[config.mk]
export PLATFORM = sky130hd
export DESIGN_NAME = record_family_reassembler_unit
export DESIGN_NICKNAME = d
export VERILOG_FILES = /design/src/rtl/rfr_pkg.sv /design/src/rtl/rfr_front.sv /design/src/rtl/rfr_queue.sv /design/src/rtl/rfr_back.sv /design/src/rtl/record_family_reassembler_unit.sv
export VERILOG_INCLUDE_DIRS = /design/src /design/src/rtl
export SDC_FILE = /design/constraint.sdc
export NUM_CORES = 2
export LEC_CHECK = 0
export BUFFER_PORTS_ARGS = -buffer_cell sky130_fd_sc_hd__buf_2
export CAP_MARGIN = 30
export CORE_MARGIN = 2
export CORE_UTILIZATION = 60
export CTS_BUF_LIST = sky130_fd_sc_hd__clkbuf_4
export DETAILED_ROUTE_END_ITERATION = 7
export PLACE_DENSITY = 0.81
export SYNTH_ARGS = -nofsm -noshare
export SYNTH_HDL_FRONTEND = slang
export SYNTH_SLANG_ARGS = --single-unit
[constraint.sdc]
create_clock -name clk -period 38 [get_ports clk]
set_input_delay 5.7 -clock clk [delete_from_list [all_inputs] [get_ports clk]]
set_output_delay 5.7 -clock clk [all_outputs]
set_load 0.01 [all_outputs]
[src/rtl/record_family_reassembler_unit_assert.svh]
// ----------------------------------------------------------------------------
// Record family reassembler assertion macros
// Concurrent checks on clk, disabled while rst_n is low.
// ----------------------------------------------------------------------------
`ifndef RECORD_FAMILY_REASSEMBLER_UNIT_ASSERT_SVH
`define RECORD_FAMILY_REASSEMBLER_UNIT_ASSERT_SVH

`ifndef SYNTHESIS
`define RFR_ASSERT(label, prop, msg) \
    label: assert property (@(posedge clk) disable iff (!rst_n) (prop)) \
        else $error(msg);
`define RFR_ASSERT_NEXT(label, trig, cons, msg) \
    label: assert property (@(posedge clk) disable iff (!rst_n) (trig) |=> (cons)) \
        else $error(msg);
`else
`define RFR_ASSERT(label, prop, msg)
`define RFR_ASSERT_NEXT(label, trig, cons, msg)
`endif

`endif

[src/rtl/rfr_pkg.sv]
// ----------------------------------------------------------------------------
// Record family reassembler package
// Shared types and fixed constants for the reassembler modules.
// ----------------------------------------------------------------------------
`timescale 1ns / 1ps

package rfr_pkg;

    localparam int SEQ_W        = 32;
    localparam int PROV_W       = 303;
    localparam int SLOT_FULL_W  = 7;
    localparam int SLOT_OUT_W   = 5;
    localparam int S_TDATA_W    = 344;
    localparam int M_TDATA_W    = 40;
    localparam int QUEUE_DEPTH  = 2;

    localparam logic OP_CHUNK = 1'b0;
    localparam logic OP_CLEAR = 1'b1;

    typedef enum logic [1:0] {
        ERR_OK         = 2'd0,
        ERR_STALE      = 2'd1,
        ERR_PROVENANCE = 2'd2,
        ERR_DUPLICATE  = 2'd3
    } err_t;

    typedef struct packed {
        logic                   clear;
        logic [SEQ_W-1:0]       seq;
        logic [SLOT_FULL_W-1:0] slot;
        logic                   in_range;
        logic [PROV_W-1:0]      prov;
    } item_t;

endpackage

[src/rtl/rfr_front.sv]
// ----------------------------------------------------------------------------
// Reassembler front end
// Accepts chunk and clear items, unpacks fields, computes slot and range check.
// ----------------------------------------------------------------------------
`timescale 1ns / 1ps

module rfr_front #(
    parameter int CHANNELS           = 7,
    parameter int CHUNKS_PER_CHANNEL = 4
) (
    input  logic                           clk,
    input  logic                           rst_n,
    input  logic                           s_tvalid,
    output logic                           s_tready,
    // sequence_req, channel, chunk_index, generation, sample_rate, sample_total,
    // lane_and_status, first_index, drop_counts, frequency_mhz, metadata_word
    input  logic [rfr_pkg::S_TDATA_W-1:0]  s_tdata,
    // operation
    input  logic                           s_tuser,
    output logic                           item_valid,
    input  logic                           item_ready,
    output rfr_pkg::item_t                 item
);

    logic           valid_reg;
    logic           valid_next;
    rfr_pkg::item_t item_reg;
    rfr_pkg::item_t item_next;
    logic [2:0]     channel;
    logic [1:0]     chunk_index;

    assign s_tready   = !valid_reg || item_ready;
    assign item_valid = valid_reg;
    assign item       = item_reg;

    assign channel     = s_tdata[34:32];
    assign chunk_index = s_tdata[36:35];

    always_comb
    begin
        valid_next = valid_reg;
        if (s_tready)
        begin
            valid_next = s_tvalid;
        end
        item_next.clear    = (s_tuser == rfr_pkg::OP_CLEAR);
        item_next.seq      = s_tdata[31:0];
        item_next.slot     = rfr_pkg::SLOT_FULL_W'(channel)
                           * rfr_pkg::SLOT_FULL_W'(CHUNKS_PER_CHANNEL)
                           + rfr_pkg::SLOT_FULL_W'(chunk_index);
        item_next.in_range = ({1'b0, channel} < 4'(CHANNELS))
                          && ({3'b000, chunk_index} < 5'(CHUNKS_PER_CHANNEL));
        // generation through metadata_word, bits 339..37 of s_tdata
        item_next.prov     = s_tdata[339:37];
    end

    always_ff @(posedge clk or negedge rst_n)
    begin
        if (!rst_n)
        begin
            valid_reg <= 1'b0;
        end
        else
        begin
            valid_reg <= valid_next;
        end
    end

    always_ff @(posedge clk)
    begin
        if (s_tready && s_tvalid)
        begin
            item_reg <= item_next;
        end
    end

endmodule

[src/rtl/rfr_queue.sv]
// ----------------------------------------------------------------------------
// Reassembler item queue
// Small FIFO between front end and back end.
// ----------------------------------------------------------------------------
`timescale 1ns / 1ps

module rfr_queue #(
    parameter int DEPTH = 2
) (
    input  logic           clk,
    input  logic           rst_n,
    input  logic           push_valid,
    output logic           push_ready,
    input  rfr_pkg::item_t push_item,
    output logic           pop_valid,
    input  logic           pop_ready,
    output rfr_pkg::item_t pop_item
);

    localparam int PTR_W = (DEPTH > 1) ? $clog2(DEPTH) : 1;
    localparam int CNT_W = $clog2(DEPTH + 1);

    rfr_pkg::item_t   entry_reg [DEPTH];
    logic [PTR_W-1:0] wr_ptr_reg;
    logic [PTR_W-1:0] wr_ptr_next;
    logic [PTR_W-1:0] rd_ptr_reg;
    logic [PTR_W-1:0] rd_ptr_next;
    logic [CNT_W-1:0] count_reg;
    logic [CNT_W-1:0] count_next;
    logic             push;
    logic             pop;

    assign push_ready = (count_reg < CNT_W'(DEPTH));
    assign pop_valid  = (count_reg != '0);
    assign pop_item   = entry_reg[rd_ptr_reg];
    assign push       = push_valid && push_ready;
    assign pop        = pop_valid && pop_ready;

    always_comb
    begin
        wr_ptr_next = wr_ptr_reg;
        rd_ptr_next = rd_ptr_reg;
        count_next  = count_reg;
        if (push)
        begin
            wr_ptr_next = (wr_ptr_reg == PTR_W'(DEPTH - 1)) ? '0 : wr_ptr_reg + 1'b1;
        end
        if (pop)
        begin
            rd_ptr_next = (rd_ptr_reg == PTR_W'(DEPTH - 1)) ? '0 : rd_ptr_reg + 1'b1;
        end
        if (push && !pop)
        begin
            count_next = count_reg + 1'b1;
        end
        else if (pop && !push)
        begin
            count_next = count_reg - 1'b1;
        end
    end

    always_ff @(posedge clk or negedge rst_n)
    begin
        if (!rst_n)
        begin
            wr_ptr_reg <= '0;
            rd_ptr_reg <= '0;
            count_reg  <= '0;
        end
        else
        begin
            wr_ptr_reg <= wr_ptr_next;
            rd_ptr_reg <= rd_ptr_next;
            count_reg  <= count_next;
        end
    end

    always_ff @(posedge clk)
    begin
        if (push)
        begin
            entry_reg[wr_ptr_reg] <= push_item;
        end
    end

endmodule

[src/rtl/rfr_back.sv]
// ----------------------------------------------------------------------------
// Reassembler back end
// Holds family state, checks sequence/provenance/slot, drives results.
// ----------------------------------------------------------------------------
`timescale 1ns / 1ps

`include "record_family_reassembler_unit_assert.svh"

module rfr_back #(
    parameter int CHANNELS           = 7,
    parameter int CHUNKS_PER_CHANNEL = 4
) (
    input  logic                          clk,
    input  logic                          rst_n,
    input  logic                          item_valid,
    output logic                          item_ready,
    input  rfr_pkg::item_t                item,
    output logic                          m_tvalid,
    input  logic                          m_tready,
    // record_slot, family_started, completed, lost_families
    output logic [rfr_pkg::M_TDATA_W-1:0] m_tdata,
    // error_code
    output logic [1:0]                    m_tuser
);

    localparam int SLOT_COUNT = CHANNELS * CHUNKS_PER_CHANNEL;
    localparam int SLOT_W     = (SLOT_COUNT > 1) ? $clog2(SLOT_COUNT) : 1;
    localparam int TOTAL_W    = $clog2(SLOT_COUNT + 1);
    localparam int SEQ_W      = rfr_pkg::SEQ_W;

    logic                       partial_open_reg, partial_open_next;
    logic [SEQ_W-1:0]           partial_seq_reg, partial_seq_next;
    logic [rfr_pkg::PROV_W-1:0] partial_prov_reg, partial_prov_next;
    logic [SLOT_COUNT-1:0]      received_map_reg, received_map_next;
    logic [TOTAL_W-1:0]         received_total_reg, received_total_next;
    logic                       last_valid_reg, last_valid_next;
    logic [SEQ_W-1:0]           last_seq_reg, last_seq_next;
    logic                       m_tvalid_reg, m_tvalid_next;
    logic [rfr_pkg::M_TDATA_W-1:0] m_tdata_reg, m_tdata_next;
    rfr_pkg::err_t              err_reg, err_next;

    logic                       load;
    logic [SEQ_W-1:0]           diff_open;
    logic [SEQ_W-1:0]           diff_last;
    logic                       fwd_open;
    logic                       fwd_last;
    logic [SLOT_W-1:0]          idx;
    logic [SLOT_COUNT-1:0]      one_hot;
    logic [TOTAL_W-1:0]         total_inc;
    logic                       opens;
    logic                       done;
    logic [SEQ_W-1:0]           gap;
    rfr_pkg::err_t              err;

    assign item_ready = !m_tvalid_reg || m_tready;
    assign load       = item_valid && item_ready;
    assign m_tvalid   = m_tvalid_reg;
    assign m_tdata    = m_tdata_reg;
    assign m_tuser    = err_reg;

    // forward means difference nonzero and below half the sequence space
    assign diff_open = item.seq - partial_seq_reg;
    assign diff_last = item.seq - last_seq_reg;
    assign fwd_open  = (diff_open != '0) && !diff_open[SEQ_W-1];
    assign fwd_last  = (diff_last != '0) && !diff_last[SEQ_W-1];
    assign idx       = item.slot[SLOT_W-1:0];

    always_comb
    begin
        one_hot      = '0;
        one_hot[idx] = 1'b1;
    end

    always_comb
    begin
        err   = rfr_pkg::ERR_OK;
        opens = 1'b0;
        gap   = '0;
        if (partial_open_reg && (item.seq != partial_seq_reg))
        begin
            if (!fwd_open)
            begin
                err = rfr_pkg::ERR_STALE;
            end
            else
            begin
                opens = 1'b1;
                gap   = diff_open;
            end
        end
        else if (!partial_open_reg)
        begin
            opens = 1'b1;
            if (last_valid_reg)
            begin
                if (!fwd_last)
                begin
                    err = rfr_pkg::ERR_STALE;
                end
                else
                begin
                    gap = diff_last - 1'b1;
                end
            end
        end
        if ((err == rfr_pkg::ERR_OK) && !opens && (item.prov != partial_prov_reg))
        begin
            err = rfr_pkg::ERR_PROVENANCE;
        end
        if (err == rfr_pkg::ERR_OK)
        begin
            if (!item.in_range || (!opens && received_map_reg[idx]))
            begin
                err = rfr_pkg::ERR_DUPLICATE;
            end
        end
    end

    assign total_inc = opens ? TOTAL_W'(1) : received_total_reg + 1'b1;
    assign done      = (total_inc == TOTAL_W'(SLOT_COUNT));

    always_comb
    begin
        partial_open_next   = partial_open_reg;
        partial_seq_next    = partial_seq_reg;
        partial_prov_next   = partial_prov_reg;
        received_map_next   = received_map_reg;
        received_total_next = received_total_reg;
        last_valid_next     = last_valid_reg;
        last_seq_next       = last_seq_reg;
        m_tdata_next        = m_tdata_reg;
        err_next            = err_reg;
        m_tvalid_next       = m_tvalid_reg;

        if (m_tready)
        begin
            m_tvalid_next = 1'b0;
        end

        if (load)
        begin
            m_tvalid_next = 1'b1;
            m_tdata_next  = '0;
            err_next      = rfr_pkg::ERR_OK;
            if (item.clear)
            begin
                partial_open_next   = 1'b0;
                partial_seq_next    = '0;
                partial_prov_next   = '0;
                received_map_next   = '0;
                received_total_next = '0;
                last_valid_next     = 1'b0;
                last_seq_next       = '0;
            end
            else if (err != rfr_pkg::ERR_OK)
            begin
                err_next = err;
            end
            else
            begin
                m_tdata_next[4:0]  = item.slot[rfr_pkg::SLOT_OUT_W-1:0];
                m_tdata_next[5]    = opens;
                m_tdata_next[6]    = done;
                m_tdata_next[38:7] = gap;
                if (done)
                begin
                    last_valid_next     = 1'b1;
                    last_seq_next       = item.seq;
                    partial_open_next   = 1'b0;
                    partial_seq_next    = '0;
                    partial_prov_next   = '0;
                    received_map_next   = '0;
                    received_total_next = '0;
                end
                else
                begin
                    partial_open_next   = 1'b1;
                    partial_seq_next    = item.seq;
                    partial_prov_next   = item.prov;
                    received_map_next   = opens ? one_hot : (received_map_reg | one_hot);
                    received_total_next = total_inc;
                end
            end
        end
    end

    always_ff @(posedge clk or negedge rst_n)
    begin
        if (!rst_n)
        begin
            partial_open_reg   <= 1'b0;
            partial_seq_reg    <= '0;
            partial_prov_reg   <= '0;
            received_map_reg   <= '0;
            received_total_reg <= '0;
            last_valid_reg     <= 1'b0;
            last_seq_reg       <= '0;
            m_tvalid_reg       <= 1'b0;
        end
        else
        begin
            partial_open_reg   <= partial_open_next;
            partial_seq_reg    <= partial_seq_next;
            partial_prov_reg   <= partial_prov_next;
            received_map_reg   <= received_map_next;
            received_total_reg <= received_total_next;
            last_valid_reg     <= last_valid_next;
            last_seq_reg       <= last_seq_next;
            m_tvalid_reg       <= m_tvalid_next;
        end
    end

    always_ff @(posedge clk)
    begin
        m_tdata_reg <= m_tdata_next;
        err_reg     <= err_next;
    end

    `RFR_ASSERT(a_total_matches_map, received_total_reg == TOTAL_W'($countones(received_map_reg)), "received count disagrees with slot map")
    `RFR_ASSERT(a_closed_is_empty, !partial_open_reg |-> (received_map_reg == '0), "closed family holds received slots")
    `RFR_ASSERT(a_total_below_full, received_total_reg < TOTAL_W'(SLOT_COUNT), "received count reached full without completing")
    `RFR_ASSERT_NEXT(a_done_closes, load && !item.clear && (err == rfr_pkg::ERR_OK) && done, !partial_open_reg && last_valid_reg && m_tdata_reg[6], "completion did not close the family")

endmodule

[src/rtl/record_family_reassembler_unit.sv]
// Path: an accepted item passes the front register, the queue and the back-end
// output register in that order; the last of them drives m_tvalid.
// Throughput: one item per cycle while m_tready keeps the output free; the family
// state check and update in the back end resolve each item combinationally. A
// two-entry queue decouples the two halves. Reset (rst_n low, asynchronous)
// clears all family state; items are accepted as soon as reset is released.
// ----------------------------------------------------------------------------
// Record family reassembler
// Reassembles measurement chunk families and flags stale, mismatched and
// duplicate chunks.
// ----------------------------------------------------------------------------
`timescale 1ns / 1ps

module record_family_reassembler_unit #(
    parameter int CHANNELS           = 7,
    parameter int CHUNKS_PER_CHANNEL = 4
) (
    input  logic                          clk,
    input  logic                          rst_n,
    input  logic                          s_tvalid,
    output logic                          s_tready,
    // sequence_req, channel, chunk_index, generation, sample_rate, sample_total,
    // lane_and_status, first_index, drop_counts, frequency_mhz, metadata_word
    input  logic [rfr_pkg::S_TDATA_W-1:0] s_tdata,
    // operation
    input  logic                          s_tuser,
    output logic                          m_tvalid,
    input  logic                          m_tready,
    // record_slot, family_started, completed, lost_families
    output logic [rfr_pkg::M_TDATA_W-1:0] m_tdata,
    // error_code
    output logic [1:0]                    m_tuser
);

    logic           front_valid;
    logic           front_ready;
    rfr_pkg::item_t front_item;
    logic           queue_valid;
    logic           queue_ready;
    rfr_pkg::item_t queue_item;

    rfr_front #(
        .CHANNELS           (CHANNELS),
        .CHUNKS_PER_CHANNEL (CHUNKS_PER_CHANNEL)
    ) u_front (
        .clk        (clk),
        .rst_n      (rst_n),
        .s_tvalid   (s_tvalid),
        .s_tready   (s_tready),
        .s_tdata    (s_tdata),
        .s_tuser    (s_tuser),
        .item_valid (front_valid),
        .item_ready (front_ready),
        .item       (front_item)
    );

    rfr_queue #(
        .DEPTH (rfr_pkg::QUEUE_DEPTH)
    ) u_queue (
        .clk        (clk),
        .rst_n      (rst_n),
        .push_valid (front_valid),
        .push_ready (front_ready),
        .push_item  (front_item),
        .pop_valid  (queue_valid),
        .pop_ready  (queue_ready),
        .pop_item   (queue_item)
    );

    rfr_back #(
        .CHANNELS           (CHANNELS),
        .CHUNKS_PER_CHANNEL (CHUNKS_PER_CHANNEL)
    ) u_back (
        .clk        (clk),
        .rst_n      (rst_n),
        .item_valid (queue_valid),
        .item_ready (queue_ready),
        .item       (queue_item),
        .m_tvalid   (m_tvalid),
        .m_tready   (m_tready),
        .m_tdata    (m_tdata),
        .m_tuser    (m_tuser)
    );

endmodule

==> impl.org <==
** Timing
- Across the routed clock network, the largest skew measured is 0.125 ns.
- Setup repair after global routing missed its margin :: no
- Once routing completed, OpenROAD measured the worst setup slack at 28.70 ns.
- The number of hold violations in the final report was 0.
- Fin. max-slew vios :: 0
- Final period util :: 24.5%
- Count of final setup violators :: 0
- Hold is met by 0.408 ns.
- After routing, the total negative slack on setup checks comes to 0 ns.
- Min cycle time layout :: 9.30 ns
- Headroom to the max-slew limit came out at 29.1%.
- For the pin with the worst max-slew slack, the measured transition is 1.06 ns.
- Timing would allow up to 0.108 GHz.

** Place
- The number of placed instances, taps included, is 5,690.
- During placement, the flow inserted port buffers numbering 387.
- Cell area after placement :: 62,900 um^2
- Setup Slack @ Placement :: 28.49 ns
- The wire-length estimate of the detail-placed layout is 88,500 um.
- Placer's final routability congestion estimate :: 0.990

** Synthesis
- In this run, synthesis inferred 1,067 flip-flops with an integrated enable.
- Post-synthesis sequential element count :: 1,475
- Xor/xnor share of the synthesized area :: 5.49%
- Multiplexer share of the synthesized area :: 6.10%
- For this run, the leading register cell type out of synthesis is sky130_fd_sc_hd__edfxtp_1.
- In this run the mean area of a mapped cell was 14.5 um^2.
- For this run, the register share of the synthesized area comes to 70.8%.
- The synthesized netlist contains 91 unique library cells.
- Synthesized netlist cell count :: 4,129
- The synthesized netlist devotes 7.07% of its cell area to compound gates.
- Arithmetic-cell share of the synthesized area counting full adders, half adders and majority gates :: 1.45%
- After synthesis, the largest family of logic cells by area is compound AO/OA/AOI/OAI gates.
- For this run, the number of Yosys warnings is 0.
- Syn nets :: 4,546
- After synthesis, the share of flip-flops with an asynchronous set or reset is 27.7%.
- Mapped cell area :: 59,700 um^2
- After Yosys synthesis, and, or, nand and nor cells account for 6.98% of the synthesized area.

** Drt
- For this block, wires on met1 add up to 54,700 um.
- The detailed router placed 35,800 vias in this run.
- Number of nets still failing antenna checks after routing :: 0
- For this run, the detailed router's first-pass iteration total came to 5.
- Final Routed Wirelength :: 134,000 um
- After detailed routing, the average wire length per cell comes to 21.1 um.
- Using the TritonRoute via totals, the vias-per-cell ratio works out to 5.62.
- Total met3 wirelength after detailed routing :: 8050 um
- DRC marker count from the first detailed-route iteration :: 2,645
- In the routed design, unresolved DRC markers number 0.
- Highest routed layer :: met4
- Met2 WL post-DR :: 67,400 um

** Floorplanning
- Die ar. :: 102,000 um^2
- In this run the standard cell core region covers 98,600 um^2.
- Height of the die :: 319 um
- Row cnt :: 115
- In this run the horizontal extent of the chip is 319 um.
- For this design the top-level I/O count stands at 393.
- For this configuration, the core starts out at a cell density of 60.6%.

** Power and ir drop
- Total power for the finished layout comes to 5.64 mW.
- Seq pwr share :: 41.9%
- Cell internal power was estimated by the tool at 3.57 mW.
- Part of the total power dissipated in combinational logic :: 34.7%
- Power per unit of standard cell area :: 83.2 nW/um^2
- For this design the total switching power over the nets is 2.07 mW.
- The analysis attributes to cell leakage a power of 26.6 nW.
- Net switching is 36.6% of the power.
- Across the VDD grid, the largest voltage drop is 0.0000653 V.
- Of the total power, the clock network draws 23.4%.

** Min path
- Hold path startpoint :: u_front.item[133]
- Hold Crit Endpoint :: u_queue.entry_reg[1][133]
- Classification of the worst-slack hold path :: reg2reg
- Number of cells on the worst hold path :: 0

** Clock network
- Later-pin clock latency in the skew report :: 1.22 ns
- Clock tree buffer depth :: 4
- Number of sinks on the clock net :: 1,475
- TritonCTS built the clock tree.
- Clock buffer count from CTS :: 370
- The number of gates resized after CTS was 0.
- Cts-stage hold buffer count :: 0
- CTS placed an instance of sky130_fd_sc_hd__clkbuf_4 at the clock tree root.
- Clk pin slew, worst setup/hold paths :: 0.07 ns
- In this run the number of H-tree levels came out at 5.
- Number of buffers inserted by post-CTS setup repair :: 0

** Global route
- Global routing finished with a remaining overflow of 0.
- The via count of the first global-routing pass is 37,300.
- Largest net degree at the start of global routing :: 188
- Combined global-route utilization of all metal layers :: 26.5%
- The first global-routing pass estimated 207,000 um of wire.
- The initial antenna violation count was 18.

** Worst setup path
- For the worst setup path, the data arrival time is 10.28 ns.
- Critical Setup Path Class :: reg2reg
- STA classifies the critical path endpoint as a flip-flop.
- The worst register-to-register path has a setup slack of 28.70 ns.
- In this run the critical register-to-register path is launched from u_queue.rd_ptr_reg.
- The worst register-to-register path ends at u_back.partial_prov_reg[150].
- Along the worst path, the maximum fanout reaches 88.
- Worst R2R Path Depth :: 20
- The worst setup path is launched from a flip-flop.
- Data on the critical path is required at its endpoint by 38.98 ns.

** Layout
- Post-Route Utilization :: 68.8%
- Layout cell share with drive strength beyond 1 :: 21.3%
- Net count of the finished layout :: 5,195
- Synth-to-Final Area Change :: 13.5%
- The finished layout holds 6,369 standard cells, fillers aside.
- Total of fill cells in the finished design :: 6,665
- Number of flip-flops in the largest register :: 684
- The finished cells cover 67,800 um^2.

** Status
- Status :: completed

** Flow run
- Across the run, the number of max-cap violations was 0.
==> power groups by stage <==
stage | Sequential, mW | Combinational (mW) | Clock, mW
after floorplan | 2.49 | 1.39 | 0
final | 2.36 | 1.96 | 1.32
after global placement | 2.37 | 1.89 | 0
after CTS | 2.36 | 1.95 | 1.35
after detailed placement | 2.39 | 1.94 | 0
after global routing | 2.40 | 2.13 | 1.44
==> final cells by class <==
class,instances,area (um^2),area share [%]
Sequential cell,1475,42300,62.3
Tap cell,1287,1610,2.38
Antenna cell,13,32.5,0.0480
Clock inverter,92,473,0.698
Clock buffer,571,4290,6.32
Multi-Input combinational cell,2377,16200,23.9
Timing Repair Buffer,439,2520,3.72
Inverter,115,432,0.637
==> worst max path at each step <==
| stage | start | endpoint | cells past startpoint |
|---|---|---|---|
| floorplan | u_queue.count_reg[1] | u_queue.entry_reg[0][0] | 2 |
| global placement | m_tready | u_back.partial_prov_reg[224] | 9 |
| detailed placement | m_tready | u_back.partial_prov_reg[34] | 10 |
| CTS | u_queue.rd_ptr_reg | u_back.partial_prov_reg[150] | 20 |
| global route | u_queue.rd_ptr_reg | u_back.partial_prov_reg[150] | 20 |
| finish | u_queue.rd_ptr_reg | u_back.partial_prov_reg[150] | 20 |
==> synth_stat cells, types with 6 or more instances <==
cell type,number,area [um^2]
sky130_fd_sc_hd__mux4_2,7,158
sky130_fd_sc_hd__inv_1,114,428
sky130_fd_sc_hd__nor4b_1,7,61.3
sky130_fd_sc_hd__clkbuf_1,35,131
sky130_fd_sc_hd__o21ai_1,39,195
sky130_fd_sc_hd__o22ai_1,7,43.8
sky130_fd_sc_hd__a221o_1,9,90.1
sky130_fd_sc_hd__or2_2,12,75.1
sky130_fd_sc_hd__and2_1,16,100
sky130_fd_sc_hd__xor2_1,104,911
sky130_fd_sc_hd__a31oi_1,12,75.1
sky130_fd_sc_hd__nand2_1,449,1690
sky130_fd_sc_hd__nor2_1,131,492
sky130_fd_sc_hd__ha_1,66,826
sky130_fd_sc_hd__or4_1,6,45.0
sky130_fd_sc_hd__buf_6,16,180
sky130_fd_sc_hd__and3_1,14,87.6
sky130_fd_sc_hd__buf_2,87,435
sky130_fd_sc_hd__buf_1,22,82.6
sky130_fd_sc_hd__dfrtp_1,408,10200
sky130_fd_sc_hd__mux2i_1,345,3450
sky130_fd_sc_hd__nand4_1,54,338
sky130_fd_sc_hd__a21o_1,16,120
sky130_fd_sc_hd__or3_1,12,75.1
sky130_fd_sc_hd__o2bb2ai_1,33,289
sky130_fd_sc_hd__a22o_1,29,254
sky130_fd_sc_hd__a211oi_1,16,120
sky130_fd_sc_hd__a22oi_1,16,120
sky130_fd_sc_hd__o21a_1,11,82.6
sky130_fd_sc_hd__edfxtp_1,1067,32000
sky130_fd_sc_hd__a211o_1,6,52.6
sky130_fd_sc_hd__a21oi_1,81,405
sky130_fd_sc_hd__nor3_1,33,165
sky130_fd_sc_hd__nand3_1,33,165
sky130_fd_sc_hd__o21ai_0,353,1770
sky130_fd_sc_hd__o221ai_1,6,52.6
sky130_fd_sc_hd__nand2b_1,14,87.6
sky130_fd_sc_hd__nor2b_1,9,56.3
sky130_fd_sc_hd__nor4_1,76,475
sky130_fd_sc_hd__xnor2_1,270,2360
==> worst max-delay path: stages (launching register included) <==
cell	delay (ns)
sky130_fd_sc_hd__dfrtp_4	0.67
sky130_fd_sc_hd__buf_4	0.54
sky130_fd_sc_hd__mux2i_1	0.61
sky130_fd_sc_hd__inv_1	0.25
sky130_fd_sc_hd__ha_1	0.47
sky130_fd_sc_hd__a21oi_1	0.24
sky130_fd_sc_hd__o21ai_0	0.32
sky130_fd_sc_hd__a21oi_1	0.45
sky130_fd_sc_hd__o2111ai_1	0.20
sky130_fd_sc_hd__or4_1	0.43
sky130_fd_sc_hd__nor4b_1	0.63
sky130_fd_sc_hd__nand4b_1	0.19
sky130_fd_sc_hd__or4_1	0.55
sky130_fd_sc_hd__o21a_1	0.46
sky130_fd_sc_hd__o211a_4	0.38
sky130_fd_sc_hd__nand4b_4	0.10
sky130_fd_sc_hd__buf_4	0.70
sky130_fd_sc_hd__buf_4	0.80
sky130_fd_sc_hd__buf_4	0.44
sky130_fd_sc_hd__buf_16	0.31
sky130_fd_sc_hd__o21ai_0	0.16
==> layer usage <==
| metal | up-vias | GRT usage [%] |
|---|---|---|
| li1 | 16700 | - |
| met1 | 17600 | 34.1 |
| met2 | 1226 | 44.3 |
| met3 | 218 | 5.58 |
| met4 | 0 | 11.0 |
| met5 | - | 0 |
==> layout by cell type (no fill, tap or decap), types with 9 or more instances in the layout <==
master / count
sky130_fd_sc_hd__edfxtp_1: 1067
sky130_fd_sc_hd__clkbuf_4: 571
sky130_fd_sc_hd__nand2_1: 449
sky130_fd_sc_hd__dfrtp_1: 407
sky130_fd_sc_hd__buf_2: 387
sky130_fd_sc_hd__o21ai_0: 353
sky130_fd_sc_hd__mux2i_1: 345
sky130_fd_sc_hd__xnor2_1: 270
sky130_fd_sc_hd__nor2_1: 130
sky130_fd_sc_hd__inv_1: 114
sky130_fd_sc_hd__xor2_1: 104
sky130_fd_sc_hd__a21oi_1: 81
sky130_fd_sc_hd__nor4_1: 76
sky130_fd_sc_hd__clkinv_1: 73
sky130_fd_sc_hd__ha_1: 66
sky130_fd_sc_hd__nand4_1: 54
sky130_fd_sc_hd__o21ai_1: 39
sky130_fd_sc_hd__buf_4: 39
sky130_fd_sc_hd__nand3_1: 33
sky130_fd_sc_hd__nor3_1: 33
sky130_fd_sc_hd__o2bb2ai_1: 33
sky130_fd_sc_hd__a22o_1: 29
sky130_fd_sc_hd__a211oi_1: 16
sky130_fd_sc_hd__a21o_1: 16
sky130_fd_sc_hd__a22oi_1: 16
sky130_fd_sc_hd__nand2b_1: 14
sky130_fd_sc_hd__and2_1: 14
sky130_fd_sc_hd__and3_1: 14
sky130_fd_sc_hd__diode_2: 13
sky130_fd_sc_hd__a31oi_1: 12
sky130_fd_sc_hd__or3_1: 12
sky130_fd_sc_hd__or2_2: 12
sky130_fd_sc_hd__o21a_1: 11
sky130_fd_sc_hd__nor2b_1: 9
sky130_fd_sc_hd__a221o_1: 9
==> cell families after synthesis <==
family | count (synthesis)
flops | 1475
simple gates | 891
compound gates | 688
xor+xnor | 374
mux | 355
buf+inv | 277
fa+ha+maj | 68
other cells | 1
Power figures use the tool's default switching activity.
